`src/design/skyline_window_filter_core_assert.svh`:
```
// ----------------------------------------------------------------------------
// Skyline window filter assertion macros
// Shared property templates for the concurrent checks of the filter core.
// ----------------------------------------------------------------------------
`ifndef SKYLINE_WINDOW_FILTER_CORE_ASSERT_SVH
`define SKYLINE_WINDOW_FILTER_CORE_ASSERT_SVH

// Consequent must hold in the same cycle as the antecedent.
`define SWF_ASSERT_NOW(label, ante, cons, msg) \
  label: assert property (@(posedge clk) disable iff (!rst_n) (ante) |-> (cons)) \
    else $error(msg);

// Consequent must hold in the cycle after the antecedent.
`define SWF_ASSERT_NEXT(label, ante, cons, msg) \
  label: assert property (@(posedge clk) disable iff (!rst_n) (ante) |=> (cons)) \
    else $error(msg);

`endif

```
`src/design/swf_pkg.sv`:
```
// ----------------------------------------------------------------------------
// Skyline window filter package
// Widths, register addresses, state encoding and cell control type.
// ----------------------------------------------------------------------------
`timescale 1ns / 1ps

package swf_pkg;

  localparam int ID_W    = 16;
  localparam int COORD_W = 32;
  localparam int DIMS_W  = 4;
  localparam int CFG_AW  = 3;
  localparam int CFG_DW  = 32;

  // Word index of the dimension count register (paddr bit 2).
  localparam logic REG_ACTIVE_DIMS = 1'b0;

  localparam logic [DIMS_W-1:0] ACTIVE_DIMS_RST = 4'd8;

  typedef enum logic [3:0] {
    ST_IDLE = 4'b0001,
    ST_CMP  = 4'b0010,
    ST_PACK = 4'b0100,
    ST_EMIT = 4'b1000
  } swf_state_t;

  // Per-cell command: take the upper neighbour, load the new point, or drop.
  typedef struct packed {
    logic shift;
    logic load;
    logic kill;
  } swf_cell_ctrl_t;

endpackage

```
`src/design/swf_cell.sv`:
```
// ----------------------------------------------------------------------------
// Skyline window cell
// Holds one window entry and tests it against the broadcast point.
// ----------------------------------------------------------------------------
`timescale 1ns / 1ps

module swf_cell #(
  parameter int MAX_DIMS = 8
) (
  input  logic                                        clk,
  input  logic                                        rst_n,
  input  swf_pkg::swf_cell_ctrl_t                     ctrl,
  input  logic [MAX_DIMS-1:0]                         dim_mask,
  input  logic [swf_pkg::ID_W-1:0]                    pt_id,
  input  logic [MAX_DIMS-1:0][swf_pkg::COORD_W-1:0]   pt_coords,
  input  logic                                        nbr_valid,
  input  logic [swf_pkg::ID_W-1:0]                    nbr_id,
  input  logic [MAX_DIMS-1:0][swf_pkg::COORD_W-1:0]   nbr_coords,
  output logic                                        valid,
  output logic [swf_pkg::ID_W-1:0]                    id,
  output logic [MAX_DIMS-1:0][swf_pkg::COORD_W-1:0]   coords,
  output logic                                        entry_dom,
  output logic                                        new_dom
);

  import swf_pkg::*;

  logic                                valid_r;
  logic                                valid_nxt;
  logic [ID_W-1:0]                     id_r;
  logic [MAX_DIMS-1:0][COORD_W-1:0]    coords_r;
  logic [MAX_DIMS-1:0]                 entry_ge;
  logic [MAX_DIMS-1:0]                 new_ge;

  // Signed compare per coordinate; inactive coordinates always agree.
  always_comb begin
    for (int d = 0; d < MAX_DIMS; d++) begin
      entry_ge[d] = $signed(coords_r[d]) >= $signed(pt_coords[d]);
      new_ge[d]   = $signed(pt_coords[d]) >= $signed(coords_r[d]);
    end
  end

  assign entry_dom = &(entry_ge | ~dim_mask);
  assign new_dom   = &(new_ge | ~dim_mask);

  always_comb begin
    valid_nxt = valid_r;
    if (ctrl.shift) begin
      valid_nxt = nbr_valid;
    end else if (ctrl.load) begin
      valid_nxt = 1'b1;
    end else if (ctrl.kill) begin
      valid_nxt = 1'b0;
    end
  end

  always_ff @(posedge clk) begin
    if (!rst_n) begin
      valid_r <= 1'b0;
    end else begin
      valid_r <= valid_nxt;
    end
  end

  always_ff @(posedge clk) begin
    if (ctrl.shift) begin
      id_r     <= nbr_id;
      coords_r <= nbr_coords;
    end else if (ctrl.load) begin
      id_r     <= pt_id;
      coords_r <= pt_coords;
    end
  end

  assign valid  = valid_r;
  assign id     = id_r;
  assign coords = coords_r;

endmodule

```
`config.mk`:
```
export PLATFORM = sky130hd
export DESIGN_NAME = swf_cell
export DESIGN_NICKNAME = d
export VERILOG_FILES = /design/src/design/skyline_window_filter_core_assert.svh /design/src/design/swf_pkg.sv /design/src/design/swf_cell.sv
export SDC_FILE = /design/constraint.sdc
export NUM_CORES = 1
export LEC_CHECK = 0
export ABC_AREA = 1
export BUFFER_PORTS_ARGS = -buffer_cell sky130_fd_sc_hd__buf_2
export CORE_AREA = 2 2 323 325
export DETAILED_ROUTE_END_ITERATION = 8
export DIE_AREA = 0 0 325 327
export PLACE_DENSITY = 0.47
export SLEW_MARGIN = 10
export SYNTH_ARGS = -nofsm -noshare
export SYNTH_HDL_FRONTEND = slang
export SYNTH_SLANG_ARGS = --single-unit
export TNS_END_PERCENT = 100
```
`constraint.sdc`:
```
create_clock -name clk -period 11.32 [get_ports clk]
set_input_delay 1.132 -clock clk [delete_from_list [all_inputs] [get_ports clk]]
set_output_delay 1.132 -clock clk [all_outputs]
set_load 0.03 [all_outputs]
```
# Yosys cells after proc, flatten, opt, wreduce, memory -nomap -nowiden
# Index checks and enable logic that the tools add are counted.
# totals
in_bits,558
elab_cells,40
reg_bits,273
# classes
n_mux,7
order_cmp,16
reduce_logical,4
bitwise_logic,3
# op_table
cell,count
>= comparator 32 bit,16
2-to-1 mux 256 bit,2
2-to-1 mux 16 bit,2
bitwise OR 8 bit,2
AND reduction 8 bit,2
NOT 8 bit,1
2-to-1 mux 1 bit,3
nonzero test 3 bit,1
nonzero test 2 bit,1

# Depth between registers and ports, before layout
# logic_depth
word_depth,3
mapped_depth,19

# Least setup slack after synthesis
# OpenSTA, ideal clock, no wires.
# synth_timing
path_kind,input-to-reg
startpoint,input port ctrl[2] in the netlist's numbering
endpoint,"register coords_r, in the netlist coords[0], enable pin"
cell_stages,2
arrival_time_ns,4.709
path_slack_ns,6.090
cell_sequence,clkbuf_1 -> or2_2
# synth_via
elab_chain_cells,1
# synth_lines
element,line,rtl
from (decl),swf_cell.sv:12,"input swf_pkg::swf_cell_ctrl_t ctrl,"
nonzero test 2 bit (no line),-,
to (signal assigned),swf_cell.sv:68,coords_r <= nbr_coords;
to (signal assigned),swf_cell.sv:71,coords_r <= pt_coords;
to (decl),swf_cell.sv:31,logic [MAX_DIMS-1:0][COORD_W-1:0] coords_r;
# Every way passes these cells.
# A chain may end at the register's enable or synchronous reset.

# Worst setup path in the final report
# layout_timing
startpoint,input port pt_coords[175] in the netlist's numbering
endpoint,output port new_dom
# layout_via
elab_chain_cells,3
# layout_lines
element,line,rtl
from (decl),swf_cell.sv:15,"input logic [MAX_DIMS-1:0][swf_pkg::COORD_W-1:0] pt_coords,"
>= comparator 32 bit,swf_cell.sv:39,new_ge[d] = $signed(pt_coords[d]) >= $signed(coords_r[d]);
bitwise OR 8 bit,swf_cell.sv:44,assign new_dom = &(new_ge | ~dim_mask);
AND reduction 8 bit,swf_cell.sv:44,
to (decl),swf_cell.sv:23,output logic new_dom
# Every way passes these cells.

==> impl_results.rst <==
.. list-table::
   :header-rows: 1

   * - Metric
     - Value
   * - Run status
     - finished, final reports clean
   * - Flip-flop and latch area
     - roughly 8000 um^2
   * - Endpoint with the worst hold slack
     - valid
   * - Maximum root-to-sink buffer count
     - 3
   * - Combined area of all synthesized cells
     - roughly 19000 um^2
   * - Worst Hold Depth
     - 2
   * - Buffer cell driving the clock tree root
     - clkbuf_16
   * - Average wire per cell in the routed design
     - 16.8 um
   * - Count of final hold-check violations
     - 0
   * - Overall die height
     - 327 um
   * - Row count
     - 118
   * - Largest cells by area after synthesis
     - edfxtp_1 (43%), nand2_1 (23%), ha_1 (17%)
   * - Post-CTS Repair Setup Buffers
     - 0
   * - Crit path required time
     - about 10000 ps
   * - Final antenna-violating net count
     - 0
   * - Number of standard cells after synthesis
     - 2442
   * - Crit Path Class
     - input pin to output port
   * - H-tree levels
     - 2
   * - Layout-stage area growth over the synthesis result
     - 37.1%
   * - Area of combinational cells with multiple inputs
     - ~9300 um^2
   * - Largest fanout on the critical path
     - 3
   * - DRC violations left
     - 0
   * - Origin of the critical flop-to-flop path
     - valid
   * - Aggregate routed wire length
     - 78600 um
   * - 1st-iter DRT viols
     - about 850
   * - Worst hold margin
     - 503 ps
   * - Kind of launch point of the worst setup path
     - input pin
   * - Length of routed wiring on met1
     - between 30000 and 40000 um
   * - Nets
     - 4073
   * - Endpoints failing setup
     - 0
   * - First drt pass iteration count
     - 5
   * - Distinct cell type count after synthesis
     - 37
   * - Worst flop-to-flop path endpoint
     - valid
   * - Fin Clk Skew
     - 0 ps
   * - Die width
     - about 330 um
   * - Syn avg cell area
     - 7.83 um^2
   * - Resized cells post-CTS
     - 0
   * - Total of hold buffers inserted after clock tree synthesis
     - 0
   * - Source-to-sink clock delay at the later pin of the worst-skew pair
     - 570 ps
   * - Synth top area share
     - 0.427
   * - Synthesized netlist net count
     - 3256
   * - Capturing element type of the critical path
     - output port
   * - EDFF count, synth
     - approximately 270
   * - Fraction of the core area covered by cells at the end of the flow
     - 0.255
   * - Layout cell share with drive strength beyond 1
     - 0.286
   * - Overall via count from detail_route
     - 18302
   * - Synth Warn #
     - 0
   * - Global-route wire length before repair
     - ~110000 um
   * - Fill count
     - 11496
   * - Clock transition at the registers of the reported paths
     - 60 ps
   * - GR Overflow Total
     - 0
   * - Static leakage
     - 14.5 nW
   * - DIE AREA
     - 106000 um^2
   * - Sequential fraction of the synthesis area
     - 0.428
   * - Placeable core area
     - 103000 um^2
   * - Post-DP HPWL
     - 63200 um
   * - Highest metal layer with signal wires
     - met5
   * - Initial core utilization
     - 0.186
   * - Most instantiated flip-flop cell in the synthesis netlist
     - edfxtp_1
   * - Length of routed met3 wiring
     - 5150 um
   * - Met2 routed WL
     - 38800 um
   * - Clock tree from TritonCTS
     - done
   * - Global-route total usage across every layer
     - 0.143
   * - Clock period minus worst slack
     - between 4000 and 5000 ps
   * - Clock net sink count
     - between 200 and 300
   * - Register-to-register setup slack
     - roughly 11000 ps
   * - VDD IR max
     - 0.0995 mV
   * - Final weighted congestion of routability-driven global placement
     - 0.871
   * - Source of the worst hold timing path
     - valid
   * - Rel. slew slack
     - 0.268
   * - Number of ports placed on the die boundary
     - 833
   * - Post-synthesis register bit count
     - roughly 270
   * - Max-capacitance violation count
     - 0
   * - Number of global-route vias before repair
     - approximately 18000
   * - Worst hold path type
     - register to register
   * - Number of CTS-inserted buffers
     - 38
   * - R2r worst-path depth
     - 2
   * - Final cycle utilization of the critical path
     - 0.404
   * - Post-detailed-route via-to-cell ratio
     - 3.91
   * - Total power per unit cell area
     - roughly 140 nW/um^2
   * - Data arrival time of the critical path
     - 3450 ps
   * - RSZ-0062 raised after global routing
     - no
   * - Buffers added on ports
     - 832
   * - Least-Margin Pin Slew
     - roughly 1100 ps
   * - Highest Clock Rate
     - 0.218 GHz
   * - Setup tns final
     - 0 ps
   * - Largest net degree at the start of global routing
     - 144
   * - Final Max Slew Viols
     - 0
   * - Initial antenna violation count
     - 16
   * - Async set-or-reset flop fraction in the synthesized netlist
     - 0
   * - Largest area contributor in the synthesized netlist
     - edfxtp_1
-- placed cells by master, fill, tap and decap left out, drive strengths merged, types with 10 or more instances in the layout --
cell and count:
a21o 16, a21oi 86, buf 837, clkbuf 52, clkinv 12, diode 10, edfxtp 272, ha 256
inv 385, nand2 1166, nand3 23, nand4 32, nor2 88, o21a 13, o21ai 28
-- per-layer routing --
layer	track usage	vias to the layer above
li1	-	9357
met1	0.168	8264
met2	0.252	577
met3	0.0383	94
met4	0.0432	10
met5	0	-
-- report_power, final --
| part | total (mW) | internal [mW] | switching (mW) |
|---|---|---|---|
| sequential | 1.31 | 1.25 | 0.0644 |
| clock | 1.31 | 0.798 | 0.515 |
| combinational | 1.05 | 0.346 | 0.703 |
| total | 3.67 | 2.39 | 1.28 |
-- cell usage after synthesis (2+ instances only) --
cell / n
o21ai_2: 2
inv_2: 13
nor2_4: 5
edfxtp_1: 272
and2_1: 2
nand3_1: 22
nor2_1: 77
nand2_1: 1151
o21a_1: 13
nor2_2: 6
o21ai_1: 7
ha_1: 256
inv_1: 372
a21o_1: 16
buf_1: 4
nand4_1: 30
o31ai_1: 3
a21oi_1: 86
o21ai_0: 19
clkbuf_1: 46
buf_2: 10
nand2_2: 14
clkinv_1: 2
-- worst max path at each step --
stage	cells past startpoint	endpoint	slack, ps	startpoint
2_1_floorplan	2	coords[0]	6090	ctrl[2]
4_1_cts	15	new_dom	6670	pt_coords[175]
3_3_place_gp	13	new_dom	6690	pt_coords[175]
6_report	15	new_dom	6740	pt_coords[175]
5_1_grt	15	new_dom	6520	pt_coords[175]
3_5_place_dp	15	new_dom	6670	pt_coords[175]
-- logic make-up after synthesis --
| family | count (synthesis) | synth area share |
|---|---|---|
| AO/OA/AOI/OAI | 150 | 0.0447 |
| adder cells (fa/ha/maj) | 256 | 0.167 |
| buffers and inverters | 447 | 0.0884 |
| flip-flops | 273 | 0.428 |
| AND/OR/NAND/NOR | 1316 | 0.271 |
-- worst max-delay path, cell delays in order --
cell and delay, ps:
buf_2 110, ha_1 290, nand2_1 70, nor2_1 290, nand4_1 450, nor2_2 210, nand2_1 110, nand2_1 100
o21ai_1 60, nand3_1 80, nand2_1 70, inv_2 50, nand2_2 40, nor2_2 120, buf_2 250
-- registers in the layout, summed over array words and instances (netlist names) --
| register | count |
|---|---|
| coords | 256 |
| id | 16 |
| valid | 1 |
-- metrics by stage --
step	setup slack (ps)	area, um^2	total power [mW]	std cells
final	6740	26200	3.67	4678
after global routing	6520	26200	3.90	4676
after CTS	6670	26200	3.75	4668
after detailed placement	6670	24900	2.40	4599
after global placement	6690	24900	2.39	4599
after floorplan	6090	19100	1.97	2442
-- cell type report --
class                      count  area share
antenna                       10    0.000954
tap                         1380      0.0658
clock buffer                  52      0.0407
clock inverter                17     0.00921
multi-input combinational   1722       0.353
timing repair buffer         837       0.163
inverter                     387      0.0557
sequential                   273       0.312
(Power assumes the default switching activity.)
